File: src/hw/rtl/rai_pkg.sv
`timescale 1ns / 1ps
// ----------------------------------------------------------------------------
// rai_pkg
// shared types, constants and helpers of the ray versus box slab test
// ----------------------------------------------------------------------------
package rai_pkg;

    // quotient bits per plane distance, bits 32 down to 0
    localparam int DIV_STEPS = 33;

    // |dir| below this raw value counts as parallel to the axis
    localparam logic [31:0] NEAR_ZERO = 32'd1074;

    localparam logic signed [31:0] T_MAX = 32'sh7fff_ffff;
    localparam logic signed [31:0] T_MIN = 32'sh8000_0000;

    // result codes
    localparam logic [1:0] OC_HIT      = 2'd0;
    localparam logic [1:0] OC_PARALLEL = 2'd1;
    localparam logic [1:0] OC_EMPTY    = 2'd2;
    localparam logic [1:0] OC_RANGE    = 2'd3;

    // configuration register indexes
    localparam logic [2:0] REG_ORIGIN_X = 3'd0;
    localparam logic [2:0] REG_ORIGIN_Y = 3'd1;
    localparam logic [2:0] REG_ORIGIN_Z = 3'd2;
    localparam logic [2:0] REG_DIR_X    = 3'd3;
    localparam logic [2:0] REG_DIR_Y    = 3'd4;
    localparam logic [2:0] REG_DIR_Z    = 3'd5;
    localparam logic [2:0] REG_RAY_LEN  = 3'd6;

    typedef struct packed {
        logic [2:0][31:0] lo;
        logic [2:0][31:0] hi;
    } t_box;

    // one division in flight
    typedef struct packed {
        logic [31:0] r;     // partial remainder
        logic [2:0]  fd;    // numerator bits still to shift in
        logic [32:0] q;     // quotient magnitude so far
        logic        neg;   // sign of the quotient
        logic        ovf;   // quotient >= 2^33 or |offset| >= 2^32
    } t_lane;

    // lanes 0..2 use the lower corner, 3..5 the upper corner
    typedef struct packed {
        t_lane [5:0] lane;
        logic  [2:0] par;   // axis parallel
        logic  [2:0] prej;  // origin outside slab
    } t_div;

    typedef struct packed {
        logic              done;
        logic [1:0]        code;
        logic signed [31:0] t_near;
        logic signed [31:0] t_far;
    } t_fold;

    typedef struct packed {
        logic              hit;
        logic signed [31:0] hdist;
        logic [1:0]        code;
    } t_res;

    // fold one axis into the running interval
    function automatic t_fold fold_axis(input t_fold s, input logic par, input logic prej,
                                        input logic signed [31:0] t1,
                                        input logic signed [31:0] t2);
        t_fold n;
        n = s;
        if (!s.done) begin
            if (par) begin
                if (prej) begin
                    n.done = 1'b1;
                    n.code = OC_PARALLEL;
                end
            end else begin
                if (t1 > s.t_near) n.t_near = t1;
                if (t2 < s.t_far)  n.t_far  = t2;
                if (n.t_near > n.t_far) begin
                    n.done = 1'b1;
                    n.code = OC_EMPTY;
                end
            end
        end
        return n;
    endfunction

endpackage

File: src/hw/rtl/rai_back.sv
`timescale 1ns / 1ps
// ----------------------------------------------------------------------------
// rai_back
// saturation, interval fold and range check, ending in the result register
// ----------------------------------------------------------------------------
module rai_back (
    input  logic                 i_clk,
    input  logic                 i_rst_n,
    input  logic                 i_vld,
    output logic                 o_rdy,
    input  rai_pkg::t_div        i_div,
    input  logic [30:0]          i_ray_len,
    input  logic                 i_nxt_rdy,
    output logic                 o_vld,
    output rai_pkg::t_res        o_res
);
    import rai_pkg::*;

    typedef struct packed {
        logic [2:0][31:0] t1;
        logic [2:0][31:0] t2;
        logic [2:0]       par;
        logic [2:0]       prej;
    } t_ord;

    typedef struct packed {
        t_fold       fold;
        logic [31:0] t1;
        logic [31:0] t2;
        logic        par;
        logic        prej;
    } t_mid;

    logic  r_v1, r_v2, r_v3;
    logic  w_rdy1, w_rdy2, w_rdy3;
    t_ord  r_ord, n_ord;
    t_mid  r_mid, n_mid;
    t_res  r_res, n_res;

    function automatic logic signed [31:0] sat_q(input t_lane l);
        if (!l.neg) begin
            return (l.ovf || l.q[32:31] != 2'b00) ? T_MAX : $signed(l.q[31:0]);
        end
        return (l.ovf || l.q > 33'h0_8000_0000) ? T_MIN : $signed(-l.q[31:0]);
    endfunction

    // stage 1: saturate and order each pair
    always_comb begin
        logic signed [31:0] ta, tb;
        n_ord = '0;
        for (int a = 0; a < 3; a++) begin
            ta = sat_q(i_div.lane[a]);
            tb = sat_q(i_div.lane[a+3]);
            n_ord.t1[a] = (ta > tb) ? tb : ta;
            n_ord.t2[a] = (ta > tb) ? ta : tb;
        end
        n_ord.par  = i_div.par;
        n_ord.prej = i_div.prej;
    end

    // stage 2: fold x then y
    always_comb begin
        t_fold s;
        s.done   = 1'b0;
        s.code   = OC_HIT;
        s.t_near = T_MIN;
        s.t_far  = T_MAX;
        s = fold_axis(s, r_ord.par[0], r_ord.prej[0], r_ord.t1[0], r_ord.t2[0]);
        s = fold_axis(s, r_ord.par[1], r_ord.prej[1], r_ord.t1[1], r_ord.t2[1]);
        n_mid.fold = s;
        n_mid.t1   = r_ord.t1[2];
        n_mid.t2   = r_ord.t2[2];
        n_mid.par  = r_ord.par[2];
        n_mid.prej = r_ord.prej[2];
    end

    // stage 3: fold z, pick the distance, range check
    always_comb begin
        t_fold              s;
        logic signed [31:0] d;
        s = fold_axis(r_mid.fold, r_mid.par, r_mid.prej, r_mid.t1, r_mid.t2);
        d = (s.t_near >= 0) ? s.t_near : s.t_far;
        if (s.done) begin
            n_res.hit   = 1'b0;
            n_res.hdist = '0;
            n_res.code  = s.code;
        end else if (d >= 0 && d <= $signed({1'b0, i_ray_len})) begin
            n_res.hit   = 1'b1;
            n_res.hdist = d;
            n_res.code  = OC_HIT;
        end else begin
            n_res.hit   = 1'b0;
            n_res.hdist = d;
            n_res.code  = OC_RANGE;
        end
    end

    assign w_rdy3 = !r_v3 || i_nxt_rdy;
    assign w_rdy2 = !r_v2 || w_rdy3;
    assign w_rdy1 = !r_v1 || w_rdy2;
    assign o_rdy  = w_rdy1;

    always_ff @(posedge i_clk) begin
        if (!i_rst_n) begin
            r_v1 <= 1'b0;
            r_v2 <= 1'b0;
            r_v3 <= 1'b0;
        end else begin
            if (w_rdy1) r_v1 <= i_vld;
            if (w_rdy2) r_v2 <= r_v1;
            if (w_rdy3) r_v3 <= r_v2;
        end
    end

    always_ff @(posedge i_clk) begin
        if (w_rdy1 && i_vld) r_ord <= n_ord;
        if (w_rdy2 && r_v1)  r_mid <= n_mid;
        if (w_rdy3 && r_v2)  r_res <= n_res;
    end

    assign o_vld = r_v3;
    assign o_res = r_res;

endmodule

File: config.mk
export PLATFORM = sky130hd
export DESIGN_NAME = rai_back
export DESIGN_NICKNAME = d
export VERILOG_FILES = /design/src/hw/rtl/rai_pkg.sv /design/src/hw/rtl/rai_back.sv
export SDC_FILE = /design/constraint.sdc
export NUM_CORES = 2
export LEC_CHECK = 0
export BUFFER_PORTS_ARGS = -buffer_cell sky130_fd_sc_hd__buf_2
export CORE_MARGIN = 2
export CORE_UTILIZATION = 27
export DETAILED_ROUTE_END_ITERATION = 16
export SETUP_SLACK_MARGIN = 0.02
export SLEW_MARGIN = 20
export SYNTH_ARGS = -nofsm -noshare
export SYNTH_HDL_FRONTEND = slang
export SYNTH_SLANG_ARGS = --single-unit
File: constraint.sdc
create_clock -name i_clk -period 14.75 [get_ports i_clk]
set_clock_uncertainty 0.05 [all_clocks]
set_input_delay 0 -clock i_clk [delete_from_list [all_inputs] [get_ports i_clk]]
set_output_delay 0 -clock i_clk [all_outputs]
set_load 0.005 [all_outputs]
# Yosys cells after proc, flatten, opt, wreduce, memory -nomap -nowiden
# Cells that the tools add are included.
[totals]
inputBits = 461
wordCells = 134
register_bits = 369
output_inout_bits = 37
[classes]
magnitude_cmp = 21
addsub = 6
n_mux = 57
reduce_logical = 28
[ops]
columns = ["op", "count"]
rows = [
  ["2-to-1 mux 32 bit", 41],
  ["greater-than comparator 32 bit", 8],
  ["greater-than comparator 33 x 32 -> 1 bit, second input constant", 6],
  ["2-to-1 mux 64 bit", 3],
  ["negator 32 bit", 6],
  ["2-to-1 mux 67 bit", 1],
  ["2-to-1 mux 66 bit", 1],
  [">= comparator 32 x 1 -> 1 bit, second input constant", 2],
  ["less-than comparator 32 bit", 2],
  ["2-to-1 mux 35 bit", 1],
  ["greater-than comparator 32 bit, second input constant", 1],
  ["<= comparator 32 bit", 1],
  ["less-than comparator 32 bit, second input constant", 1],
  ["2-to-1 mux 3 bit", 9],
  ["logical OR 1 bit", 15],
  ["nonzero test 2 bit", 6],
  ["logical AND 1 bit", 4],
  ["zero test 1 bit", 3],
  ["2-to-1 mux 2 bit", 1],
]

# Logic depth before layout (Yosys ltp)
[logic_depth]
word_depth = 14
mapped_depth = 26
depth_no_buf = 22

# Least setup slack after synthesis
# Ideal clock, no wire load.
[synth_timing]
path_kind = "flip-flop to flip-flop"
startpoint = "register r_v1"
endpoint = "register r_ord (netlist bit n_mid[0]) (enable)"
slack_ns = 2.840
required_ns = 13.825
arrival_time_ns = 10.985
path_stages_with_launch = 2
path_buffers = 0
period_less_slack_ns = 11.910
setup_time_ns = 0.875
path_cell_list = "dfxtp_1 -> a31oi_1"
[synth_between]
elab_chain_cells = 3
[synth_lines]
columns = ["item", "line_no", "rtl"]
rows = [
  ["from (decl)", "rai_back.sv:34", "logic r_v1, r_v2, r_v3;"],
  ["from (signal assigned)", "rai_back.sv:109", "if (w_rdy1) r_v1 <= i_vld;"],
  ["zero test 1 bit", "rai_back.sv:100", "assign w_rdy1 = !r_v1 || w_rdy2;"],
  ["logical OR 1 bit", "rai_back.sv:100", ""],
  ["logical AND 1 bit", "rai_back.sv:116", "if (w_rdy1 && i_vld) r_ord <= n_ord;"],
  ["to (signal assigned)", "rai_back.sv:116", ""],
  ["to (decl)", "rai_back.sv:36", "t_ord r_ord, n_ord;"],
]
# No other way between the ends.
# A chain may end at the register's enable or synchronous reset.

==> flow_summary.toml <==
[critical_path]
cp-start-kind = "input port"
path_max_fanout = 64
rrSetupSlack_ps = 7530
criticalPathCategory = "input port to flip-flop"
startpoint = "i_div[288]"
regToRegStartpoint = "r_mid[7]"
r2r-end = "o_res[1]"
critical_path_required_ps = 15040
ff2ff_path_depth = 21
worst_setup_path_end_kind = "flip-flop"
cp.arrival_ps = 8550
crit_path_end = "r_ord[161]"

[sta]
drv_slew = 0
rsz0062_at_grt = "no"
fmax_mhz = 121
finalHoldViolCount = 0
post-route-min-period_ps = 8270
worst_pin_slew_ps = 1240
setup_viol_count_final = 0
maxSlewHeadroom_pct = 16.5
tns_ps = 0
period_share_pct = 56.0
fin_ws_ps = 6480

[floorplan]
rows = 128
dieArea_mm2 = 0.125
dieWidth_um = 354
io_pins = 498
initial_core_util_pct = 27.2
coreArea_mm2 = 0.122
die_h_um = 354

[global_routing]
antenna_found_initial = 3
grt_use_met2_pct = 27.9
grt_use_total_pct = 17.0
gr-total-overflow = 0
first_global_vias = 27100
grt_first_pass_wirelength_um = 166000
grt_start_max_net_pins = 95
gr-max-usage-layer = "met2"
globalRouteMet1Util_pct = 23.5
grtUsageMet3_pct = 2.20

[routing]
vias = 29800
ant_nets = 0
viasPerCell = 5.31
dr.pass1.iters = 6
drc = 0
drt-wirelength-per-cell_um = 19.9
routed_wirelength_um = 112000
drt-initial-drc-count = 2594

[pwr]
peakVddDrop_mv = 0.0744
seqPwrFrac_pct = 35.9
p_leak_nw = 16.0
swShare_pct = 36.0
netSwitchingPower_mw = 1.45
pwr-share-clk_pct = 26.1
power_density_mw_per_mm2 = 105
pwr-share-comb_pct = 38.1
intPower_mw = 2.59

[clocking]
clock_latency_ps = 590
cts.sinks = 369
cts_resized = 0
cts_buffers = 43
cts-root-buf = "clkbuf_16"
cts.path.max_buffers = 3
h-tree-depth = 2
clkSlewWorstSetupHoldPaths_ps = 60
cts_tree = "done"

[cells_and_area]
final_cell_mix = "edfxtp_1, ha_1, inv_1"
drive_above_1_share_pct = 16.6
area_delta_synth_final_pct = 16.4
fillers = 12500
final_common_cell = "edfxtp_1"
final_net_count = 4759

[place]
globalplace.congestion = 0.936
portBuffers = 287
hpwl_um = 89000
place_ws_ps = 7160

[synth]
avgSynthCellArea_um2 = 8.97
yosysWarningCount = 0
synthesis.area_mm2 = 0.0330
syn_nets = 4498
async_flop_share_pct = 0
syn_inst = 3682
ys_seq_area_share_pct = 33.4
ys_ff_latch = 369
yosys_most_used_dff = "edfxtp_1"
synth_edf_count = 366
yosysUniqueCellTypes = 82

[min_path]
holdCritPathClass = "input port to flip-flop"

[run]
max_cap_violations = 0

[status]
outcome = "complete, no violations"
power by group through the flow:
stage	clock [mW]	combinational [mW]	sequential [mW]
2_1_floorplan	0	1.05	1.41
3_3_place_gp	0	1.46	1.47
3_5_place_dp	0	1.48	1.47
4_1_cts	1.08	1.52	1.45
5_1_grt	1.12	1.71	1.46
6_report	1.05	1.54	1.45
state kept, by name (all words and copies together), names as in the netlist:
signal,flops
n_mid,66
r_v1,1
o_res,35
r_ord,132
r_v2,1
r_mid,133
o_vld,1
cell usage after synthesis, drive strengths merged, types with 14 or more instances:
cell      n  area, um2
a211o    20        175
a211oi   56        425
a21o    102        766
a21oi   189        946
a221oi   41        359
a31oi    20        125
and3     30        188
buf      30        138
clkbuf  177        666
edfxtp  366      11000
ha      355       4440
inv     307       1150
mux2    180       2030
mux2i   102       1020
nand2   307       1150
nand2b   24        150
nand3    59        295
nand4    66        413
nor2    262        991
nor2b    61        382
nor3     93        465
nor3b    19        143
nor4     47        300
o211ai   14        105
o21a     50        375
o21ai   282       1410
o21bai   15        113
o22ai    34        213
o311ai   94        823
o31ai    28        210
o41ai    22        230
or2      32        200
or3      63        403
or4      18        143
critical path, cell delays in order:
cell and delay [ps]:
dlygate4sd3_1 550, buf_2 150, inv_1 60, ha_1 180, or3b_2 490, nor4_1 520
nand4b_1 440, o41a_1 540, nor2_4 240, nand2_1 540, o311ai_0 1040, inv_1 210
ha_1 370, a211o_1 310, a221oi_1 220, o21ai_0 240, a221oi_1 290, o211ai_1 130
mux2i_1 260, a21o_2 130, buf_4 660, mux2_2 410, dlygate4sd3_1 560
routing by layer:
layer | wire length (um) | share of wire (%) | vias up
met5 | 0 | 0 | -
met4 | 2960 | 2.6 | 0
met3 | 7510 | 6.7 | 134
met2 | 51100 | 46 | 1037
met1 | 50100 | 45 | 14200
li1 | - | - | 14400
kinds of logic (layout without fill, tap and decap cells):
| family | count (synthesis) | in the layout | synth area share (%) |
|---|---|---|---|
| flops | 369 | 369 | 33.4 |
| mux | 282 | 282 | 9.23 |
| compound gates | 1032 | 1032 | 20.9 |
| xor+xnor | 6 | 6 | 0.159 |
| fa+ha+maj | 355 | 355 | 13.4 |
| other cells | 0 | 2 | 0 |
| buf+inv | 514 | 808 | 5.92 |
| simple gates | 1124 | 1124 | 16.9 |
how the worst min path moves through the flow:
stage | startpoint | end | cells past startpoint
2_1_floorplan | i_div[2] | n_mid[0] | 0
3_3_place_gp | i_div[3] | r_ord[3] | 1
3_5_place_dp | i_div[3] | r_ord[3] | 1
4_1_cts | i_div[162] | n_mid[48] | 3
5_1_grt | i_div[381] | n_mid[57] | 3
6_report | i_div[162] | n_mid[48] | 3
metrics by stage:
stage | util [%] | hold slack [ps] | instances | area (um2) | power, mW
6_report | 31.6 | 19.2 | 5603 | 38400 | 4.04
5_1_grt | 31.6 | 13.5 | 5602 | 38400 | 4.28
4_1_cts | 31.6 | 0.976 | 5601 | 38400 | 4.05
3_5_place_dp | 29.8 | 134 | 5435 | 36200 | 2.95
3_3_place_gp | 29.8 | 132 | 5435 | 36200 | 2.92
2_1_floorplan | - | 48.9 | 3682 | 33000 | 2.47
what timing repair did:
action | in CTS | in global routing
setup buffers | 0 | 0
hold buffers | 88 | 0
endpoints found under the hold margin | 90 | 0
final cells by class:
cell class	count	area [um2]	share of cell area, %
Antenna cell	2	5.00	0.0130
Clock buffer	53	1130	2.95
Clock inverter	25	250	0.651
Inverter	307	1150	3.00
Multi-Input combinational cell	2799	20100	52.4
Sequential cell	369	11100	28.7
Tap cell	1625	2030	5.29
Timing Repair Buffer	423	2680	6.96
Power figures use the tool's default switching activity.
