File: config.mk
export PLATFORM = sky130hd
export DESIGN_NAME = rai_front
export DESIGN_NICKNAME = d
export VERILOG_FILES = /design/src/hw/rtl/rai_pkg.sv /design/src/hw/rtl/rai_front.sv
export SDC_FILE = /design/constraint.sdc
export NUM_CORES = 1
export LEC_CHECK = 0
export BUFFER_PORTS_ARGS = -buffer_cell sky130_fd_sc_hd__buf_4
export CORE_AREA = 3 3 318 320
export CTS_CLUSTER_DIAMETER = 80
export DETAILED_ROUTE_END_ITERATION = 6
export DIE_AREA = 0 0 321 323
export GPL_ROUTABILITY_DRIVEN = 0
export MAX_ROUTING_LAYER = met4
export PLACE_DENSITY = 0.52
export SETUP_SLACK_MARGIN = 0.5
export SLEW_MARGIN = 5
export SYNTH_ARGS = -nofsm -noshare
export SYNTH_HDL_FRONTEND = slang
export SYNTH_SLANG_ARGS = --single-unit
File: constraint.sdc
create_clock -name i_clk -period 6.9 [get_ports i_clk]
set_clock_uncertainty 0.1 [all_clocks]
set_input_delay 0.345 -clock i_clk [delete_from_list [all_inputs] [get_ports i_clk]]
set_output_delay 0.345 -clock i_clk [all_outputs]
set_load 0.02 [all_outputs]
File: src/hw/rtl/rai_pkg.sv
`timescale 1ns / 1ps
// ----------------------------------------------------------------------------
// rai_pkg
// shared types, constants and helpers of the ray versus box slab test
// ----------------------------------------------------------------------------
package rai_pkg;

    // quotient bits per plane distance, bits 32 down to 0
    localparam int DIV_STEPS = 33;

    // |dir| below this raw value counts as parallel to the axis
    localparam logic [31:0] NEAR_ZERO = 32'd1074;

    localparam logic signed [31:0] T_MAX = 32'sh7fff_ffff;
    localparam logic signed [31:0] T_MIN = 32'sh8000_0000;

    // result codes
    localparam logic [1:0] OC_HIT      = 2'd0;
    localparam logic [1:0] OC_PARALLEL = 2'd1;
    localparam logic [1:0] OC_EMPTY    = 2'd2;
    localparam logic [1:0] OC_RANGE    = 2'd3;

    // configuration register indexes
    localparam logic [2:0] REG_ORIGIN_X = 3'd0;
    localparam logic [2:0] REG_ORIGIN_Y = 3'd1;
    localparam logic [2:0] REG_ORIGIN_Z = 3'd2;
    localparam logic [2:0] REG_DIR_X    = 3'd3;
    localparam logic [2:0] REG_DIR_Y    = 3'd4;
    localparam logic [2:0] REG_DIR_Z    = 3'd5;
    localparam logic [2:0] REG_RAY_LEN  = 3'd6;

    typedef struct packed {
        logic [2:0][31:0] lo;
        logic [2:0][31:0] hi;
    } t_box;

    // one division in flight
    typedef struct packed {
        logic [31:0] r;     // partial remainder
        logic [2:0]  fd;    // numerator bits still to shift in
        logic [32:0] q;     // quotient magnitude so far
        logic        neg;   // sign of the quotient
        logic        ovf;   // quotient >= 2^33 or |offset| >= 2^32
    } t_lane;

    // lanes 0..2 use the lower corner, 3..5 the upper corner
    typedef struct packed {
        t_lane [5:0] lane;
        logic  [2:0] par;   // axis parallel
        logic  [2:0] prej;  // origin outside slab
    } t_div;

    typedef struct packed {
        logic              done;
        logic [1:0]        code;
        logic signed [31:0] t_near;
        logic signed [31:0] t_far;
    } t_fold;

    typedef struct packed {
        logic              hit;
        logic signed [31:0] hdist;
        logic [1:0]        code;
    } t_res;

    // fold one axis into the running interval
    function automatic t_fold fold_axis(input t_fold s, input logic par, input logic prej,
                                        input logic signed [31:0] t1,
                                        input logic signed [31:0] t2);
        t_fold n;
        n = s;
        if (!s.done) begin
            if (par) begin
                if (prej) begin
                    n.done = 1'b1;
                    n.code = OC_PARALLEL;
                end
            end else begin
                if (t1 > s.t_near) n.t_near = t1;
                if (t2 < s.t_far)  n.t_far  = t2;
                if (n.t_near > n.t_far) begin
                    n.done = 1'b1;
                    n.code = OC_EMPTY;
                end
            end
        end
        return n;
    endfunction

endpackage

File: src/hw/rtl/rai_front.sv
`timescale 1ns / 1ps
// ----------------------------------------------------------------------------
// rai_front
// plane offsets, signs, overflow test and parallel-slab check per box
// ----------------------------------------------------------------------------
module rai_front (
    input  logic                 i_clk,
    input  logic                 i_rst_n,
    input  logic                 i_vld,
    output logic                 o_rdy,
    input  rai_pkg::t_box        i_box,
    input  logic [2:0][31:0]     i_org,
    input  logic [2:0][31:0]     i_dabs,
    input  logic [2:0]           i_dneg,
    input  logic [2:0]           i_par,
    input  logic                 i_nxt_rdy,
    output logic                 o_vld,
    output rai_pkg::t_div        o_div
);
    import rai_pkg::*;

    logic r_vld;
    t_div r_div;
    t_div n_div;

    function automatic t_lane lane_init(input logic [31:0] bnd, input logic [31:0] org,
                                        input logic [31:0] dabs, input logic dneg);
        logic signed [32:0] diff;
        logic [32:0]        mag;
        t_lane              l;
        diff  = $signed({bnd[31], bnd}) - $signed({org[31], org});
        mag   = diff[32] ? 33'(-diff) : 33'(diff);
        l.r   = {3'b000, mag[31:3]};
        l.fd  = mag[2:0];
        l.q   = '0;
        l.neg = diff[32] ^ dneg;
        l.ovf = ({3'b000, mag[31:3]} >= dabs) || mag[32];
        return l;
    endfunction

    always_comb begin
        n_div = '0;
        for (int a = 0; a < 3; a++) begin
            n_div.lane[a]   = lane_init(i_box.lo[a], i_org[a], i_dabs[a], i_dneg[a]);
            n_div.lane[a+3] = lane_init(i_box.hi[a], i_org[a], i_dabs[a], i_dneg[a]);
            n_div.par[a]    = i_par[a];
            n_div.prej[a]   = ($signed(i_org[a]) < $signed(i_box.lo[a])) ||
                              ($signed(i_org[a]) > $signed(i_box.hi[a]));
        end
    end

    assign o_rdy = !r_vld || i_nxt_rdy;

    always_ff @(posedge i_clk) begin
        if (!i_rst_n) begin
            r_vld <= 1'b0;
        end else if (o_rdy) begin
            r_vld <= i_vld;
        end
    end

    always_ff @(posedge i_clk) begin
        if (o_rdy && i_vld) begin
            r_div <= n_div;
        end
    end

    assign o_vld = r_vld;
    assign o_div = r_div;

endmodule

# Yosys cells after proc, flatten, opt, wreduce, memory -nomap -nowiden
# Index checks and enable logic that the tools add are counted.
dict set report op_classes {
  bitwise_logic 6
  n_reduce_logical 12
  mux 6
  add_sub_neg 12
  n_lt_le_gt_ge 12
}
# op n
set op_table {}
lappend op_table {{$mux W33} 6}
lappend op_table {{$neg A33 Y33} 6}
lappend op_table {{$sub A32 B32 Y33} 6}
lappend op_table {{$ge A29 B32 Y1} 6}
lappend op_table {{$gt A32 B32 Y1} 3}
lappend op_table {{$lt A32 B32 Y1} 3}
lappend op_table {{$logic_or A1 B1 Y1} 10}
lappend op_table {{$xor A1 B1 Y1} 6}
lappend op_table {{$logic_and A1 B1 Y1} 1}
lappend op_table {{$logic_not A1 Y1} 1}
dict set report word_totals {
  out_inout_bits 428
  in_bits 394
  regBits 211
  word_cells 75
}

# Depth between registers and ports, before layout
# Gate-level depths: netlist of run 1.
dict set report depth {
  ltp_word 5
  ltp_mapped 26
  ltp_nobuf 24
}

# Worst setup path after synthesis of run 1
# Ideal clock, no wire load.
dict set report synth_timing {
  kind {reg2reg}
  from {register r_vld, in the netlist o_vld}
  to {register r_div, in the netlist o_div[0], enable pin}
  required_time_ps 6204
  setup_ps 596
  arrival_time_ps 5433
  path_stages_with_launch 3
  period_less_slack_ps 6129
  n_path_buf 0
  setup_slack_ps 771
  path_cell_list {dfxtp_1 > nand2b_1 > and2_1}
}
dict set report synth_between {
  elab_chain_len 3
}
# element line
set synth_rtl {}
lappend synth_rtl {{from (decl)} rai_front.sv:22} ;# logic r_vld;
lappend synth_rtl {{from (signal assigned)} rai_front.sv:58} ;# r_vld <= i_vld;
lappend synth_rtl {{$logic_not A1 Y1} rai_front.sv:52} ;# assign o_rdy = !r_vld || i_nxt_rdy;
lappend synth_rtl {{$logic_or A1 B1 Y1} rai_front.sv:52}
lappend synth_rtl {{via o_rdy} rai_front.sv:10} ;# output logic o_rdy,
lappend synth_rtl {{$logic_and A1 B1 Y1} rai_front.sv:63} ;# if (o_rdy && i_vld) begin
lappend synth_rtl {{to (signal assigned)} rai_front.sv:64} ;# r_div <= n_div;
lappend synth_rtl {{to (decl)} rai_front.sv:23} ;# t_div r_div;
# The timed path passes the listed nets, and every way through them passes these cells.
# A chain may end at the register's enable or synchronous reset.

==> metrics.cfg, run 1 <==
[sta]
hold_viol = 0
finalSetupTns_ns = 0
fin_crit_ns = 5.74
fmax_mhz = 174
rsz0062_at_grt = false
slew_headroom = 0.282
fin_crit_sh = 0.832
whs_ns = 0.164
worst_pin_slew_ns = 1.07
slew_violations = 0
setup_slack_ns = 1.16
finalSetupViolations = 0

[global_routing]
grt_pass1_wl_um = 167000
gr-usage-all-layers = 0.221
grt_start_max_net_pins = 66
antenna_found_initial = 17
gr-total-overflow = 0
first_global_vias = 26100

[clocking]
path_clk_slew_ns = 0.06
cts_tree = done
cts.sink_count = 211
cts_hold_buffers = 8
clockBufferDepth = 3
insertion_delay_ns = 0.54
ctsRootBufferMaster = clkbuf_16
post_cts_resized = 0
post_cts_buffers = 0
h-tree-depth = 2
cts_buffers = 34

[worst_setup_path]
crit_required_ns = 7.09
critical_path.max_stage_delay_ns = 0.61
crit_path_end_kind = flop
cp.arrival_ns = 5.94
cp_slowest_cell = a31oi_1
crit_type = in -> reg
cp-start-kind = primary input
crit_fanout = 5

[placed_design]
dp.cells = 5326
numPortBuffers = 605
dpl-instance-area_um2 = 34400
dp_slack_ns = 0.758
dp_hpwl_um = 102000

[final_layout]
fin_nets = 4861
area_growth_pct = 21.8
fin_area_um2 = 35600
mostFrequentLayoutCell = buf_4
stdcell_count = 5407
postLayoutCoreUtil = 0.361
multi_input_area_um2 = 20700
drive_gt1_frac = 0.193
register_area_um2 = 6330
mostFrequentLayoutCells = buf_4, ha_1, a21oi_1
nFillCells = 10400

[detailed_routing]
wl_per_cell_um = 21.9
ant_nets = 0
vias = 28300
via_per_inst = 5.23
wl_um = 118000
drc = 0
drt-initial-drc-count = 2295
dr.pass1.iters = 5

[synth]
synthesis.area_um2 = 29200
netlist_instances = 3505
synthArstFlopShare = 0
seq_area_frac_synth = 0.217
avgSynthCellArea_um2 = 8.33
synth_cell_types = 117
yosysWarnings = 0
ys.flop_type = edfxtp_1
ys_ff_latch = 211
synth-edff-count = 210

[floorplan]
coreArea_um2 = 98400
initial_core_util = 0.297
die_x_um = 321
die_y_um = 323
die_area_um2 = 104000
pin_count = 822
rows = 115

[power]
p_per_area_nw_per_um2 = 223
ir_worst_vdd_v = 0.000146
leakage_nw = 16.0
total_power_mw = 7.93

[status]
status = finished clean

[job]
maxCapViolations = 0

[min_path]
min_path_type = in -> reg

[sequential cells by signal (all words and copies together), names as in the netlist]
| signal | count |
|---|---|
| o_div | 210 |
| o_vld | 1 |
[cell families (layout without fill, tap and decap cells)]
logic type / count (synthesis) / count (layout) / synth area share
AOI/OAI and AO/OA: 1041 / 1041 / 0.239
and+or+nand+nor: 962 / 962 / 0.175
buffers and inverters: 577 / 964 / 0.103
adders and majority gates: 384 / 384 / 0.166
xor gates and xnor gates: 313 / 313 / 0.0942
DFF: 211 / 211 / 0.217
muxes: 16 / 16 / 0.00566
other: 1 / 229 / 0.000128
[Yosys cell counts (all sizes together), types with 36 or more instances]
| master | number | share of area |
|---|---|---|
| o21a | 38 | 0.0098 |
| nor2b | 47 | 0.010 |
| xor2 | 105 | 0.032 |
| clkbuf | 72 | 0.0093 |
| a21o | 122 | 0.031 |
| ha | 378 | 0.16 |
| a211oi | 45 | 0.013 |
| o21ai | 230 | 0.040 |
| nor3 | 73 | 0.013 |
| nand3 | 87 | 0.015 |
| edfxtp | 210 | 0.22 |
| nor2 | 208 | 0.027 |
| nand4 | 63 | 0.014 |
| nand2b | 42 | 0.0090 |
| a31oi | 53 | 0.012 |
| inv | 262 | 0.034 |
| xnor2 | 208 | 0.062 |
| nand2 | 209 | 0.027 |
| buf | 243 | 0.060 |
| a21oi | 276 | 0.048 |
| or3 | 36 | 0.0079 |
[report_power, final]
group          switching [mW]  total, mW  internal, mW
sequential              0.120       1.89          1.77
clock                   0.702       1.72          1.01
combinational            2.66       4.33          1.66
[worst max-delay path, delay by kind of cell]
family / cells / cell delay, ns
compound gates: 14 / 3.70
simple gates: 4 / 0.75
fa+ha+maj: 3 / 0.72
xor+xnor: 1 / 0.22
buf+inv: 3 / 0.18
[per-layer routing]
layer	track usage	vias to the layer above	part of all wire	routed length (µm)
li1	-	13700	-	-
met1	0.281	13300	0.43	51200
met2	0.354	1168	0.46	54600
met3	0.0367	160	0.072	8490
met4	0.0773	0	0.034	4030
met5	-	-	0	0
[final cells by class]
cell class	count	share of cell area
Clock buffer	40	0.0252
Sequential cell	211	0.178
Multi-Input combinational cell	2932	0.582
Timing Repair Buffer	642	0.136
Antenna cell	13	0.000915
Inverter	262	0.0277
Clock inverter	20	0.00524
Tap cell	1287	0.0453
[worst paths after layout]
check	start	depth (start not counted)	end	slack [ns]
worst min register to register	o_vld	2	o_div[140]	0.82
worst min-delay path	i_org[32]	3	o_div[321]	0.16
worst max register to register	o_vld	3	o_div[281]	4.71
worst max-delay path	i_box[32]	25	o_div[286]	1.16
No activity file was read; power rests on OpenSTA's default activity.
==> inputs of run 2 (changes only) <==
--- a/config.mk
+++ b/config.mk
@@ -12,7 +12,7 @@
 export DIE_AREA = 0 0 321 323
 export GPL_ROUTABILITY_DRIVEN = 0
 export MAX_ROUTING_LAYER = met4
-export PLACE_DENSITY = 0.52
+export PLACE_DENSITY = 0.54
 export SETUP_SLACK_MARGIN = 0.5
 export SLEW_MARGIN = 5
 export SYNTH_ARGS = -nofsm -noshare
==> constraint.sdc (replaced) <==
create_clock -name i_clk -period 5.19 [get_ports i_clk]
set_clock_uncertainty 0.1 [all_clocks]
set_input_delay 0.2595 -clock i_clk [delete_from_list [all_inputs] [get_ports i_clk]]
set_output_delay 0.2595 -clock i_clk [all_outputs]
set_load 0.02 [all_outputs]
==> run 2 against run 1 <==
Via count increased by 8.6%; sequential share of layout area decreased by 2.7 points; wire length increased by 4.6%; final cell count increased by 12%; non-clock buffer count increased by 665; largest power group unchanged.
==> metrics.cfg, run 2 (synthesis gave the netlist of run 1 again) <==
[floorplan]
rows = 115  ; unchanged
initial_core_util = 0.297  ; unchanged
die_area_um2 = 104000  ; unchanged
coreArea_um2 = 98400  ; unchanged
pin_count = 822  ; unchanged
die_x_um = 321  ; unchanged
die_y_um = 323  ; unchanged

[clocking]
h-tree-depth = 1  ; -1
path_clk_slew_ns = 0.06  ; about the same
clockBufferDepth = 3  ; unchanged
insertion_delay_ns = 0.61  ; +0.07 ns
cts_tree = done
cts_buffers = 31  ; -8.8%
cts.sink_count = 211  ; unchanged
ctsRootBufferMaster = clkbuf_16

[final_layout]
drive_gt1_frac = 0.340  ; +0.147
nFillCells = 9919  ; -4.3%
mostFrequentLayoutCells = buf_4, ha_1, inv_1
stdcell_count = 6067  ; +12%
mostFrequentLayoutCell = buf_4
fin_nets = 5523  ; +14%
largest_register_ffs = 210  ; unchanged
postLayoutCoreUtil = 0.426  ; +0.0645
area_growth_pct = 43.6

[sta]
slew_headroom = 0.223  ; -0.0594
worst_pin_slew_ns = 1.16  ; +0.0882 ns
finalSetupViolations = 0  ; unchanged
whs_ns = 0.0411  ; -0.123 ns
hold_viol = 0  ; unchanged
fin_crit_ns = 4.68
fmax_mhz = 214
fin_crit_sh = 0.902
rsz0062_at_grt = true
slew_violations = 0  ; unchanged

[detailed_routing]
via_per_inst = 5.06  ; -3.2%
ant_nets = 0  ; unchanged
vias = 30700  ; +8.6%
wl_per_cell_um = 20.4  ; -6.8%
drc = 0  ; unchanged
dr.pass1.iters = 5  ; unchanged
wl_um = 124000  ; +4.6%
drt-initial-drc-count = 1786  ; -22%

[worst_setup_path]
reg2reg_from = o_vld
cp.arrival_ns = 4.94  ; -1.00 ns
rr_endpoint = o_div[254]
ff2ff_path_depth = 3  ; unchanged
crit_required_ns = 5.45  ; -1.64 ns
cp-start-kind = primary input
r2r_slack_ns = 2.99  ; -1.72 ns
crit_path_end_kind = flop
crit_fanout = 5  ; unchanged
cp_slowest_cell = fa_2
critical_path.max_stage_delay_ns = 0.37  ; -0.24 ns
crit_type = in -> reg
crit_top_cell = a21o_1

[placed_design]
numPortBuffers = 605  ; unchanged
dp_hpwl_um = 107000  ; +4.8%
dp.cells = 5945  ; +12%

[global_routing]
antenna_found_initial = 11  ; -6
grt_start_max_net_pins = 76  ; +15%
grt_pass1_wl_um = 178000  ; +6.1%
first_global_vias = 29200  ; +12%
gr-total-overflow = 0  ; unchanged
gr-usage-all-layers = 0.229  ; +0.00860

[job]
maxCapViolations = 0  ; unchanged

[min_path]
whs_path_depth = 3  ; unchanged
min_path_type = in -> reg
hold_end = o_div[41]
hold_start = i_org[0]

[power]
p_per_area_nw_per_um2 = 285  ; +28%
leakage_nw = 19.5  ; +22%
ir_worst_vdd_v = 0.000229  ; +57%

[status]
status = finished clean

run 2: power breakdown:
group | total, mW | internal [mW] | switching, mW
Combinational | 7.35 | 3.35 | 4.00
Sequential | 2.45 | 2.34 | 0.104
Clock | 2.15 | 1.26 | 0.893
Total | 11.9 | 6.95 | 5.00
run 2: worst max-delay path by stage:
stage	from	endpoint	slack [ns]
5_1_grt	i_box[64]	o_div[356]	0.32
6_report	i_box[0]	o_div[216]	0.51
2_1_floorplan	i_box[32]	o_div[286]	0.43
3_3_place_gp	i_org[5]	o_div[216]	-0.48
3_5_place_dp	i_org[7]	o_div[216]	-0.57
4_1_cts	i_box[0]	o_div[216]	0.42
run 2: worst max-delay path, delay by kind of cell:
kind | cells | cell delay (ns)
XOR/XNOR | 1 | 0.11
buffers and inverters | 6 | 0.66
adder cells (fa/ha/maj) | 3 | 0.71
AND/OR/NAND/NOR | 3 | 0.50
AO/OA/AOI/OAI | 16 | 2.70
run 2: timing repair:
| action | CTS | global route |
|---|---|---|
| hold endpoints to repair | 14 | 0 |
| gates cloned | 0 | 1 |
| buffers inserted | 1 | 39 |
| pin swaps | 5 | 85 |
| gates resized for setup | 24 | 203 |
| setup endpoints to repair | 6 | 6 |
| hold buffers | 13 | 0 |
run 2: area by class of cell:
| type | count | area (µm²) | share of cell area |
|---|---|---|---|
| antenna | 10 | 25.0 | 0.000597 |
| clock buffer | 36 | 795 | 0.0190 |
| clock inverter | 22 | 225 | 0.00537 |
| inverter | 262 | 1000 | 0.0239 |
| multi-input combinational | 2932 | 21900 | 0.524 |
| sequential | 211 | 6330 | 0.151 |
| tap | 1287 | 1610 | 0.0384 |
| timing repair buffer | 1307 | 9980 | 0.238 |
run 2: per-stage QoR:
step | setup TNS (ns) | area [µm²] | setup WS [ns] | total power [mW]
2_1_floorplan | 0 | 30300 | 0.432 | 6.34
6_report | 0 | 41900 | 0.507 | 11.9
4_1_cts | 0 | 40500 | 0.416 | 11.7
3_5_place_dp | -2.09 | 39300 | -0.565 | 9.37
3_3_place_gp | -1.85 | 39300 | -0.480 | 9.33
5_1_grt | 0 | 41900 | 0.320 | 12.7
run 2: metal layers:
layer	track usage	part of all wire	up-vias
li1	-	-	15000
met1	0.278	0.42	14500
met2	0.390	0.49	1025
met3	0.0299	0.060	167
met4	0.0845	0.036	0
met5	-	0	-
