[config.mk]
export PLATFORM = sky130hd
export DESIGN_NAME = rai_cell
export DESIGN_NICKNAME = d
export VERILOG_FILES = /design/src/hw/rtl/rai_pkg.sv /design/src/hw/rtl/rai_cell.sv
export SDC_FILE = /design/constraint.sdc
export NUM_CORES = 1
export LEC_CHECK = 0
export BUFFER_PORTS_ARGS = -buffer_cell sky130_fd_sc_hd__buf_2
export CORE_AREA = 3 3 366 368
export CTS_CLUSTER_DIAMETER = 80
export DETAILED_ROUTE_END_ITERATION = 10
export DIE_AREA = 0 0 369 371
export PLACE_DENSITY = 0.49
export SETUP_SLACK_MARGIN = 0.5
export SLEW_MARGIN = 30
export SYNTH_ARGS = -nofsm -noshare
export SYNTH_HDL_FRONTEND = slang
export SYNTH_SLANG_ARGS = --single-unit
[constraint.sdc]
create_clock -name i_clk -period 37.4 [get_ports i_clk]
set_input_delay 11.22 -clock i_clk [delete_from_list [all_inputs] [get_ports i_clk]]
set_output_delay 11.22 -clock i_clk [all_outputs]
set_load 0.01 [all_outputs]
[src/hw/rtl/rai_pkg.sv]
`timescale 1ns / 1ps
// ----------------------------------------------------------------------------
// rai_pkg
// shared types, constants and helpers of the ray versus box slab test
// ----------------------------------------------------------------------------
package rai_pkg;

    // quotient bits per plane distance, bits 32 down to 0
    localparam int DIV_STEPS = 33;

    // |dir| below this raw value counts as parallel to the axis
    localparam logic [31:0] NEAR_ZERO = 32'd1074;

    localparam logic signed [31:0] T_MAX = 32'sh7fff_ffff;
    localparam logic signed [31:0] T_MIN = 32'sh8000_0000;

    // result codes
    localparam logic [1:0] OC_HIT      = 2'd0;
    localparam logic [1:0] OC_PARALLEL = 2'd1;
    localparam logic [1:0] OC_EMPTY    = 2'd2;
    localparam logic [1:0] OC_RANGE    = 2'd3;

    // configuration register indexes
    localparam logic [2:0] REG_ORIGIN_X = 3'd0;
    localparam logic [2:0] REG_ORIGIN_Y = 3'd1;
    localparam logic [2:0] REG_ORIGIN_Z = 3'd2;
    localparam logic [2:0] REG_DIR_X    = 3'd3;
    localparam logic [2:0] REG_DIR_Y    = 3'd4;
    localparam logic [2:0] REG_DIR_Z    = 3'd5;
    localparam logic [2:0] REG_RAY_LEN  = 3'd6;

    typedef struct packed {
        logic [2:0][31:0] lo;
        logic [2:0][31:0] hi;
    } t_box;

    // one division in flight
    typedef struct packed {
        logic [31:0] r;     // partial remainder
        logic [2:0]  fd;    // numerator bits still to shift in
        logic [32:0] q;     // quotient magnitude so far
        logic        neg;   // sign of the quotient
        logic        ovf;   // quotient >= 2^33 or |offset| >= 2^32
    } t_lane;

    // lanes 0..2 use the lower corner, 3..5 the upper corner
    typedef struct packed {
        t_lane [5:0] lane;
        logic  [2:0] par;   // axis parallel
        logic  [2:0] prej;  // origin outside slab
    } t_div;

    typedef struct packed {
        logic              done;
        logic [1:0]        code;
        logic signed [31:0] t_near;
        logic signed [31:0] t_far;
    } t_fold;

    typedef struct packed {
        logic              hit;
        logic signed [31:0] hdist;
        logic [1:0]        code;
    } t_res;

    // fold one axis into the running interval
    function automatic t_fold fold_axis(input t_fold s, input logic par, input logic prej,
                                        input logic signed [31:0] t1,
                                        input logic signed [31:0] t2);
        t_fold n;
        n = s;
        if (!s.done) begin
            if (par) begin
                if (prej) begin
                    n.done = 1'b1;
                    n.code = OC_PARALLEL;
                end
            end else begin
                if (t1 > s.t_near) n.t_near = t1;
                if (t2 < s.t_far)  n.t_far  = t2;
                if (n.t_near > n.t_far) begin
                    n.done = 1'b1;
                    n.code = OC_EMPTY;
                end
            end
        end
        return n;
    endfunction

endpackage

[src/hw/rtl/rai_cell.sv]
`timescale 1ns / 1ps
// ----------------------------------------------------------------------------
// rai_cell
// one restoring-division step for all six plane distances
// ----------------------------------------------------------------------------
module rai_cell (
    input  logic                 i_clk,
    input  logic                 i_rst_n,
    input  logic                 i_vld,
    output logic                 o_rdy,
    input  rai_pkg::t_div        i_div,
    input  logic [2:0][31:0]     i_dabs,
    input  logic                 i_nxt_rdy,
    output logic                 o_vld,
    output rai_pkg::t_div        o_div
);
    import rai_pkg::*;

    logic r_vld;
    t_div r_div;
    t_div n_div;

    function automatic t_lane step_lane(input t_lane l, input logic [31:0] d);
        logic [32:0] sh;
        logic [32:0] dif;
        logic        ge;
        t_lane       n;
        sh    = {l.r, l.fd[2]};
        dif   = sh - {1'b0, d};
        ge    = sh >= {1'b0, d};
        n.r   = ge ? dif[31:0] : sh[31:0];
        n.fd  = {l.fd[1:0], 1'b0};
        n.q   = {l.q[31:0], ge};
        n.neg = l.neg;
        n.ovf = l.ovf;
        return n;
    endfunction

    always_comb begin
        n_div = i_div;
        for (int a = 0; a < 3; a++) begin
            n_div.lane[a]   = step_lane(i_div.lane[a], i_dabs[a]);
            n_div.lane[a+3] = step_lane(i_div.lane[a+3], i_dabs[a]);
        end
    end

    assign o_rdy = !r_vld || i_nxt_rdy;

    always_ff @(posedge i_clk) begin
        if (!i_rst_n) begin
            r_vld <= 1'b0;
        end else if (o_rdy) begin
            r_vld <= i_vld;
        end
    end

    always_ff @(posedge i_clk) begin
        if (o_rdy && i_vld) begin
            r_div <= n_div;
        end
    end

    assign o_vld = r_vld;
    assign o_div = r_div;

endmodule

### After elaboration in Yosys (flattened, before gate mapping)

Index checks and enable logic that the tools add are counted.

* $add $sub $neg: 6
* order comparisons: 6
* mux-type cells: 6
* reduce and logical (&&, ||, !) cells: 3

Operators with widths (count)
* 33-bit by 32-bit >= comparator with 1-bit output: 6
* 32-bit 2-to-1 mux: 6
* 32-bit subtractor: 6
* 1-bit logical AND: 1
* 1-bit logical NOT: 1
* 1-bit logical OR: 1

* flip-flop bits (word level): 421
* output and inout bits: 428
* word-level logic and storage cells: 54

### Depth between registers and ports, before layout

Gate-level depths: netlist (run 1).

* depth after elaboration: 3
* mapped depth: 14
* mapped depth without buffers: 12

### Worst setup path after synthesis (run 1)

No wires, ideal clock.

* kind: in2out
* start point: input i_nxt_rdy
* end point: output o_rdy
* arrival time: 11396 ps
* slack: 14784 ps
* cell stages on the path: 1
* buffers on the path: 0
* cells stage by stage: nand2b_1

* longest elaborated chain between the ends: 1

RTL lines
* start: declaration: RTL line rai_cell.sv:13 `input logic i_nxt_rdy,`
* 1-bit logical OR: RTL line rai_cell.sv:47 `assign o_rdy = !r_vld || i_nxt_rdy;`
* end: declaration: RTL line rai_cell.sv:10 `output logic o_rdy,`

No other way between the ends.

### Worst setup path after layout (run 1)

Ends and elaborated chain as after synthesis.

==> out/metrics.cfg, run 1 <==
[sta]
max_freq_mhz = 43.8
final.setup_skew_ns = 0.0503
finalMaxSlewViolations = 0
finalSetupViolCount = 0
finalSetupTns_ns = 0
hold_viol_final = 0
tightest_slew_ns = 0.996
slew_headroom = 0.333
post-route-period-util = 0.611
rsz0062_at_grt = false
fin_ws_ns = 14.55
fin_hold_ws_ns = 0.671
final.min_clock_period_ns = 22.85

[cells_and_area]
drive_above_1_share = 0.360
nNetsFinal = 3967
mostFrequentLayoutCells = 941 x buf_2, 420 x edfxtp_1, 192 x ha_1, 185 x a21oi_1, 157 x nand2_1
area_growth_pct = 33.4
final_common_cell = buf_2

[critical_path]
end_kind = primary output
crit_buf_inv = 2
r2r_start = o_vld
regToRegSetupSlack_ns = 33.60
required_ns = 26.18
cpLargestDelayFamily = buffers and inverters
worstReg2RegEnd = o_div[400]
cpMaxStageDelayCell = buf_2
crit_path_max_incr_delay_ns = 0.16
cp_max_fo = 3
crit_type = in2out
cpMostUsedCell = buf_2
crit_chain = buf_2, nand2b_1, buf_2
cp-start-kind = input port
rr_worst_depth = 6
arrival_ns = 11.63

[floorplanning]
dieArea_sq_um = 137000
die_h_um = 371
rows = 133
io_pins = 954
initial_core_util = 0.197
core_area_sq_um = 131000
dieWidth_um = 369

[clocking]
cts_buffer_depth = 3
htreeDepth = 2
cts_inserted_buffers = 59
clk_pin_slew_ns = 0.06
insertion_delay_ns = 0.66
ctsHoldBuffers = 0
tritoncts = done
cts_setup_buffers = 0
clock-sinks = 421
cts-root-buf = clkbuf_16
ctsResizeCount = 0

[global_routing]
gr-total-overflow = 0
grt_first_pass_wirelength_mm = 156
grt_start_max_net_pins = 77
grt_usage = 0.156
grt_pass1_vias = 22000
antenna_found_initial = 29

[job]
maxCapViolCount = 0

[drt]
vias = 22200
antenna_left = 0
detail_route.iter0.violations = 1618
wl_per_cell_um = 22.3
viasPerCell = 4.40
route.detailed.drc = 0
dr.pass1.iters = 5
totalWireLength_mm = 113

[synthesis]
synth_cells = 2308
synth_top_cell_by_area = edfxtp_1
ys_seq_elements = 421
syn_avg_cell_area_sq_um = 11.2
ys_types = 86
synth_warnings = 0
synth.yosys.seq_area_share = 0.489
synthArstFlopShare = 0
syn_area_sq_um = 25900
synthTopCellsByArea = edfxtp_1 49%, ha_1 9.3%, a21oi_1 3.6%, mux2_4 3.1%, xnor2_1 3.1%
synth_ff_type = edfxtp_1
synth_top_area_frac = 0.488
synth_edf_count = 420

[run_status]
status = complete, no violations

[place]
io_buffers = 941
globalplace.congestion = 0.915
hpwl_mm = 94.5
pre_cts_ws_ns = 14.55

[pwr]
p_clk_frac = 0.369
p_seq_frac = 0.379
vdd_ir_drop_max_mv = 0.0359
p_per_area_nw_per_um2 = 45.5
power.internal_w = 0.00108
p_comb_frac = 0.251
power.total_w = 0.00157
power_leakage_nw = 15.2
p_switching_w = 0.000488
swShare = 0.311

[hold_path]
min_to = o_vld
hold_path_depth = 2
holdCritStartpoint = o_vld
hp-class = reg2reg

[power by group through the flow]
stage | combinational, W | sequential [W] | clock [W]
floorplan | 0.000216 | 0.000633 | 0
global placement | 0.000393 | 0.000604 | 0
detailed placement | 0.000394 | 0.000604 | 0
CTS | 0.000396 | 0.000595 | 0.000599
global route | 0.000429 | 0.000598 | 0.000619
finish | 0.000394 | 0.000595 | 0.000579
[logic make-up (layout without fill, tap and decap cells)]
group                    Yosys count  in the layout  synth area share
adder cells (fa/ha/maj)          198            198            0.0975
XOR/XNOR                         159            159            0.0539
AO/OA/AOI/OAI                    661            661             0.166
flip-flops                       421            421             0.489
multiplexers                     110            110            0.0555
other                              1              9          0.000145
AND/OR/NAND/NOR                  522            522            0.0988
buffers and inverters            236           1213            0.0397
[sequential cells by signal, indices dropped and copies added (netlist names)]
register / cells
o_vld: 1
o_div: 420
[worst min-delay path: stages (launching register included)]
cell,delay [ns]
dfxtp_1,0.40
nand2b_1,0.15
a21boi_0,0.08
[cell type report]
class | instances | area, sq um
inverter | 150 | 563
clock inverter | 41 | 479
tap | 1755 | 2200
timing repair buffer | 955 | 4840
sequential | 421 | 12600
antenna | 3 | 7.51
clock buffer | 67 | 1510
multi-input combinational | 1656 | 12300
fill | 14000 | 96600
[metrics by stage]
step / instance area [sq um] / instances / utilization
after floorplan: 25900 / 2313 / -
after global placement: 32400 / 4935 / 0.247
after detailed placement: 32500 / 4937 / 0.248
after CTS: 34500 / 5045 / 0.263
after global routing: 34500 / 5045 / 0.263
final: 34500 / 5048 / 0.263
[per-layer routing]
layer / part of all wire / global-route usage
met1: 0.44 / 0.206
met2: 0.47 / 0.261
met3: 0.065 / 0.0334
met4: 0.017 / 0.0307
met5: 0.00072 / 0
[how the worst max path moves through the flow]
stage          startpoint    end  slack, ns  cells past startpoint
2_1_floorplan   i_nxt_rdy  o_rdy      14.78                      1
3_3_place_gp    i_nxt_rdy  o_rdy      14.56                      3
3_5_place_dp    i_nxt_rdy  o_rdy      14.55                      3
4_1_cts         i_nxt_rdy  o_rdy      14.55                      3
5_1_grt         i_nxt_rdy  o_rdy      14.54                      3
6_report        i_nxt_rdy  o_rdy      14.55                      3
[cell usage after synthesis, drive strengths merged, types with 4 or more instances]
master and n:
edfxtp 420, ha 192, a21oi 188, nand2 157
inv 150, o21ai 145, nor2 122, mux2 104
a21o 102, xnor2 91, xor2 68, clkbuf 57
nand3 40, nand4 36, o21a 34, and3 32
buf 29, nor3 29, nor2b 28, a31oi 27
o21bai 27, o31ai 19, o211ai 17, a211oi 16
and2 14, nand2b 14, a21boi 11, and4 11
o31a 10, a211o 8, nor4 8, or3 8
a2111oi 7, a41oi 7, or2 7, fa 6
mux2i 6, a31o 5, a311oi 4
(Power assumes the default switching activity.)
==> inputs of run 2 (changes only) <==
CORE_AREA = 3 3 374 376   (was 3 3 366 368)
DIE_AREA = 0 0 377 379   (was 0 0 369 371)
clock period = 19.85 ns   (was 37.4 ns; I/O delays follow)
==> out/metrics.cfg, run 2 (same netlist as run 1, synthesis figures left out) <==
[cells_and_area]
mostFrequentLayoutCells = 941 x buf_2, 420 x edfxtp_1, 192 x ha_1, 185 x a21oi_1, 157 x nand2_1
final_common_cell = buf_2
fin_cells = 5102  ; +1.1%
area_growth_pct = 33.1
post-route-util = 0.251  ; -0.0120
largest_register_ffs = 420  ; unchanged
nNetsFinal = 3964  ; -0.076%
drive_above_1_share = 0.357  ; -0.00302

[place]
pre_cts_ws_ns = 7.49  ; -7.06 ns
globalplace.congestion = 0.909  ; -0.69%
io_buffers = 941  ; unchanged
hpwl_mm = 92.7  ; -1.9%
place_inst = 4974  ; +0.75%

[sta]
finalSetupTns_ns = 0  ; unchanged
final.min_clock_period_ns = 12.35
final.setup_skew_ns = 0.0264  ; -0.0239 ns
finalSetupViolCount = 0  ; unchanged
max_freq_mhz = 81.0
tightest_slew_ns = 0.935  ; -0.0615 ns
hold_viol_final = 0  ; unchanged
finalMaxSlewViolations = 0  ; unchanged
fin_ws_ns = 7.50  ; -7.05 ns
fin_hold_ws_ns = 0.550  ; -0.121 ns
post-route-period-util = 0.622
rsz0062_at_grt = false
slew_headroom = 0.377  ; +0.0441

[critical_path]
arrival_ns = 6.39  ; -5.24 ns
crit_type = in2out
required_ns = 13.89  ; -12.29 ns
cp-start-kind = input port
end_kind = primary output
cp_max_fo = 3  ; unchanged

[pwr]
p_per_area_nw_per_um2 = 84.1  ; +85%
vdd_ir_drop_max_mv = 0.0667  ; +86%
power_leakage_nw = 15.1  ; -0.49%

[drt]
totalWireLength_mm = 111  ; -1.5%
vias = 22200  ; +0.0090%
route.detailed.drc = 0  ; unchanged
detail_route.iter0.violations = 1619  ; +0.062%
viasPerCell = 4.35  ; -1.0%
dr.pass1.iters = 6  ; +1
antenna_left = 0  ; unchanged
wl_per_cell_um = 21.8  ; -2.5%

[floorplanning]
die_h_um = 379  ; +2.2%
initial_core_util = 0.189  ; -0.00866
dieArea_sq_um = 143000  ; +4.4%
core_area_sq_um = 137000  ; +4.6%
rows = 136  ; +2.3%
io_pins = 954  ; unchanged
dieWidth_um = 377  ; +2.2%

[global_routing]
gr-total-overflow = 0  ; unchanged
grt_first_pass_wirelength_mm = 153  ; -2.0%
grt_usage = 0.146  ; -0.00955
grt_pass1_vias = 22000  ; -0.22%
antenna_found_initial = 39  ; +34%
grt_start_max_net_pins = 138  ; +79%

[run_status]
status = complete, no violations

[hold_path]
hp-class = reg2reg

[clocking]
insertion_delay_ns = 0.64  ; -0.02 ns
cts_inserted_buffers = 58  ; -1.7%
cts_setup_buffers = 0  ; unchanged
htreeDepth = 2  ; unchanged
cts_buffer_depth = 3  ; unchanged
clock-sinks = 421  ; unchanged
ctsResizeCount = 0  ; unchanged
ctsHoldBuffers = 0  ; unchanged
clk_pin_slew_ns = 0.06  ; about the same
tritoncts = done
cts-root-buf = clkbuf_16

[job]
maxCapViolCount = 0  ; unchanged

==> run 2: changes by cell type in the layout (fill, tap and decap cells not counted), moves of 2 or more <==
| cell | previous run | this run |
|---|---|---|
| diode_2 | 3 | 21 |
| clkbuf_1 | 8 | 16 |
| bufinv_16 | 6 | 4 |
| inv_8 | 5 | 3 |
==> run 2: stage by stage <==
stage               instance area (sq um)  power [W]
CTS                                 34400    0.00294
global route                        34400    0.00304
floorplan                           25900    0.00160
detailed placement                  32500    0.00188
global placement                    32500    0.00188
finish                              34400    0.00289
==> run 2: worst paths after layout <==
kind,cells after the start,start,slack [ns],end
hold reg to reg,2,o_vld,0.55,o_vld
setup reg to reg,5,o_vld,16.42,o_div[224]
setup / recovery,3,i_nxt_rdy,7.50,o_rdy
hold / removal,2,o_vld,0.55,o_vld
==> run 2: cell type report <==
cell class	instances	area, sq um
Fill cell	14800	103000
Sequential cell	421	12600
Multi-Input combinational cell	1656	12200
Timing Repair Buffer	953	4820
Tap cell	1794	2240
Clock buffer	75	1530
Inverter	150	563
Clock inverter	32	347
Antenna cell	21	52.6
==> run 2: worst max-delay path, cell delays in order <==
cell	delay, ns
buf_2	0.09
nand2b_1	0.15
buf_2	0.19
==> run 2: layer usage <==
| metal | vias up | GRT usage | share of wire |
|---|---|---|---|
| li1 | 10500 | - | - |
| met1 | 10700 | 0.185 | 0.42 |
| met2 | 844 | 0.243 | 0.47 |
| met3 | 139 | 0.0409 | 0.077 |
| met4 | 20 | 0.0423 | 0.025 |
| met5 | - | 0 | 0.0013 |
==> run 2: power breakdown <==
part           switching [W]  internal (W)
sequential         0.0000270       0.00109
combinational       0.000436      0.000308
clock               0.000432      0.000601
==> inputs of run 3 (changes only) <==
CORE_AREA = 3 3 366 368   (was 3 3 374 376)
DIE_AREA = 0 0 369 371   (was 0 0 377 379)
clock period = 12.8 ns   (was 19.85 ns; I/O delays follow)
==> out/metrics.cfg, run 3 (same netlist as run 1, synthesis figures left out) <==
[global_routing]
grt-busiest-layer = met2
grt_first_pass_wirelength_mm = 155  ; +1.4%
grt_usage = 0.155  ; +0.00853
use_met1 = 0.203  ; +0.0184
met3_usage = 0.0329  ; -0.00803
grt_start_max_net_pins = 139  ; +0.72%
grt_util_met2 = 0.260  ; +0.0173
grt_pass1_vias = 21900  ; -0.36%
gr-total-overflow = 0  ; unchanged
antenna_found_initial = 40  ; +2.6%

[drt]
dr.pass1.iters = 6  ; unchanged
antenna_left = 0  ; unchanged
route.detailed.drc = 0  ; unchanged
viasPerCell = 4.43  ; +1.7%
vias = 22400  ; +0.80%
totalWireLength_mm = 113  ; +1.4%
wl_per_cell_um = 22.3  ; +2.4%
detail_route.iter0.violations = 1458  ; -9.9%

[pwr]
power.total_w = 0.00461  ; +59%
vdd_ir_drop_max_mv = 0.0993  ; +49%
power_leakage_nw = 15.2  ; +0.59%
p_per_area_nw_per_um2 = 134  ; +59%

[sta]
fin_ws_ns = 4.67  ; -2.84 ns
slew_headroom = 0.285  ; -0.0922
finalMaxSlewViolations = 0  ; unchanged
finalSetupViolCount = 0  ; unchanged
final.setup_skew_ns = 0.0406  ; +0.0142 ns
final.min_clock_period_ns = 8.13
finalSetupTns_ns = 0  ; unchanged
max_freq_mhz = 123
hold_viol_final = 0  ; unchanged
tightest_slew_ns = 1.07  ; +0.138 ns
post-route-period-util = 0.635
rsz0062_at_grt = false

[clocking]
cts_inserted_buffers = 61  ; +5.2%
insertion_delay_ns = 0.65  ; about the same
ctsHoldBuffers = 0  ; unchanged
cts-root-buf = clkbuf_16
tritoncts = done
clock-sinks = 421  ; unchanged
cts_setup_buffers = 0  ; unchanged
htreeDepth = 2  ; unchanged
cts_buffer_depth = 3  ; unchanged
clk_pin_slew_ns = 0.05  ; about the same
ctsResizeCount = 0  ; unchanged

[cells_and_area]
mostFrequentLayoutCells = 941 x buf_2, 420 x edfxtp_1, 192 x ha_1, 185 x a21oi_1, 157 x nand2_1
nNetsFinal = 3965  ; +0.025%
drive_above_1_share = 0.361  ; +0.00321
fin_cells = 5056  ; -0.90%
post-route-util = 0.263  ; +0.0124
largest_register_ffs = 420  ; unchanged
area_growth_pct = 33.6
final_common_cell = buf_2
fillCellCount = 14100  ; -4.3%

[place]
globalplace.congestion = 0.916  ; +0.81%
io_buffers = 941  ; unchanged
hpwl_mm = 94.3  ; +1.7%
pre_cts_ws_ns = 4.67  ; -2.82 ns
place_inst = 4933  ; -0.82%

[critical_path]
crit_path_max_incr_delay_ns = 0.17  ; -0.02 ns
cp_max_fo = 3  ; unchanged
arrival_ns = 4.29  ; -2.10 ns
regToRegSetupSlack_ns = 10.50  ; -5.92 ns
cpMostUsedCell = buf_2
crit_chain = buf_2, nand2b_1, buf_2
cpMaxStageDelayCell = nand2b_1
cpLargestDelayFamily = buffers and inverters
crit_type = in2out
cp-start-kind = input port
end_kind = primary output
crit_buf_inv = 2  ; unchanged
required_ns = 8.96  ; -4.93 ns

[hold_path]
hp-class = reg2reg

[floorplanning]
dieArea_sq_um = 137000  ; -4.2%
io_pins = 954  ; unchanged
die_h_um = 371  ; -2.1%
dieWidth_um = 369  ; -2.1%
initial_core_util = 0.197  ; +0.00866
rows = 133  ; -2.2%
core_area_sq_um = 131000  ; -4.4%

[run_status]
status = complete, no violations

[job]
maxCapViolCount = 0  ; unchanged

## run 3: where the power goes
part | internal (W) | switching [W] | total (W)
registers | 0.00169 | 0.0000448 | 0.00174
logic | 0.000478 | 0.000674 | 0.00115
clock network | 0.00101 | 0.000715 | 0.00172
## run 3: metrics by stage
| stage | area, sq um | hold slack (ns) |
|---|---|---|
| final | 34500 | 0.564 |
| after detailed placement | 32500 | 0.549 |
| after floorplan | 25900 | 0.609 |
| after CTS | 34500 | 0.556 |
| after global routing | 34500 | 0.585 |
| after global placement | 32400 | 0.540 |
## run 3: worst min-delay path, delay by kind of cell (launching register included)
family,cells,cell delay [ns]
AO/OA/AOI/OAI,1,0.10
flip-flops,1,0.31
AND/OR/NAND/NOR,1,0.11
## run 3: final timing paths
kind,end,start,depth (start not counted)
setup / recovery,o_rdy,i_nxt_rdy,3
hold / removal,o_vld,o_vld,2
setup reg to reg,o_div[341],o_vld,3
hold reg to reg,o_vld,o_vld,2
## run 3: layer usage
| metal | share of wire | wire, um |
|---|---|---|
| met1 | 0.44 | 49500 |
| met2 | 0.47 | 53100 |
| met3 | 0.066 | 7480 |
| met4 | 0.022 | 2530 |
| met5 | 0.00034 | 38 |
## run 3: layout make-up
type	instances	area (sq um)	area share
diodes	10	25.0	0.000724
multi-input cells	1656	12300	0.355
clock buffers	66	1550	0.0447
well taps	1755	2200	0.0636
flip-flops and latches	421	12600	0.366
clock inverters	47	513	0.0149
repair buffers	951	4810	0.139
inverters	150	563	0.0163
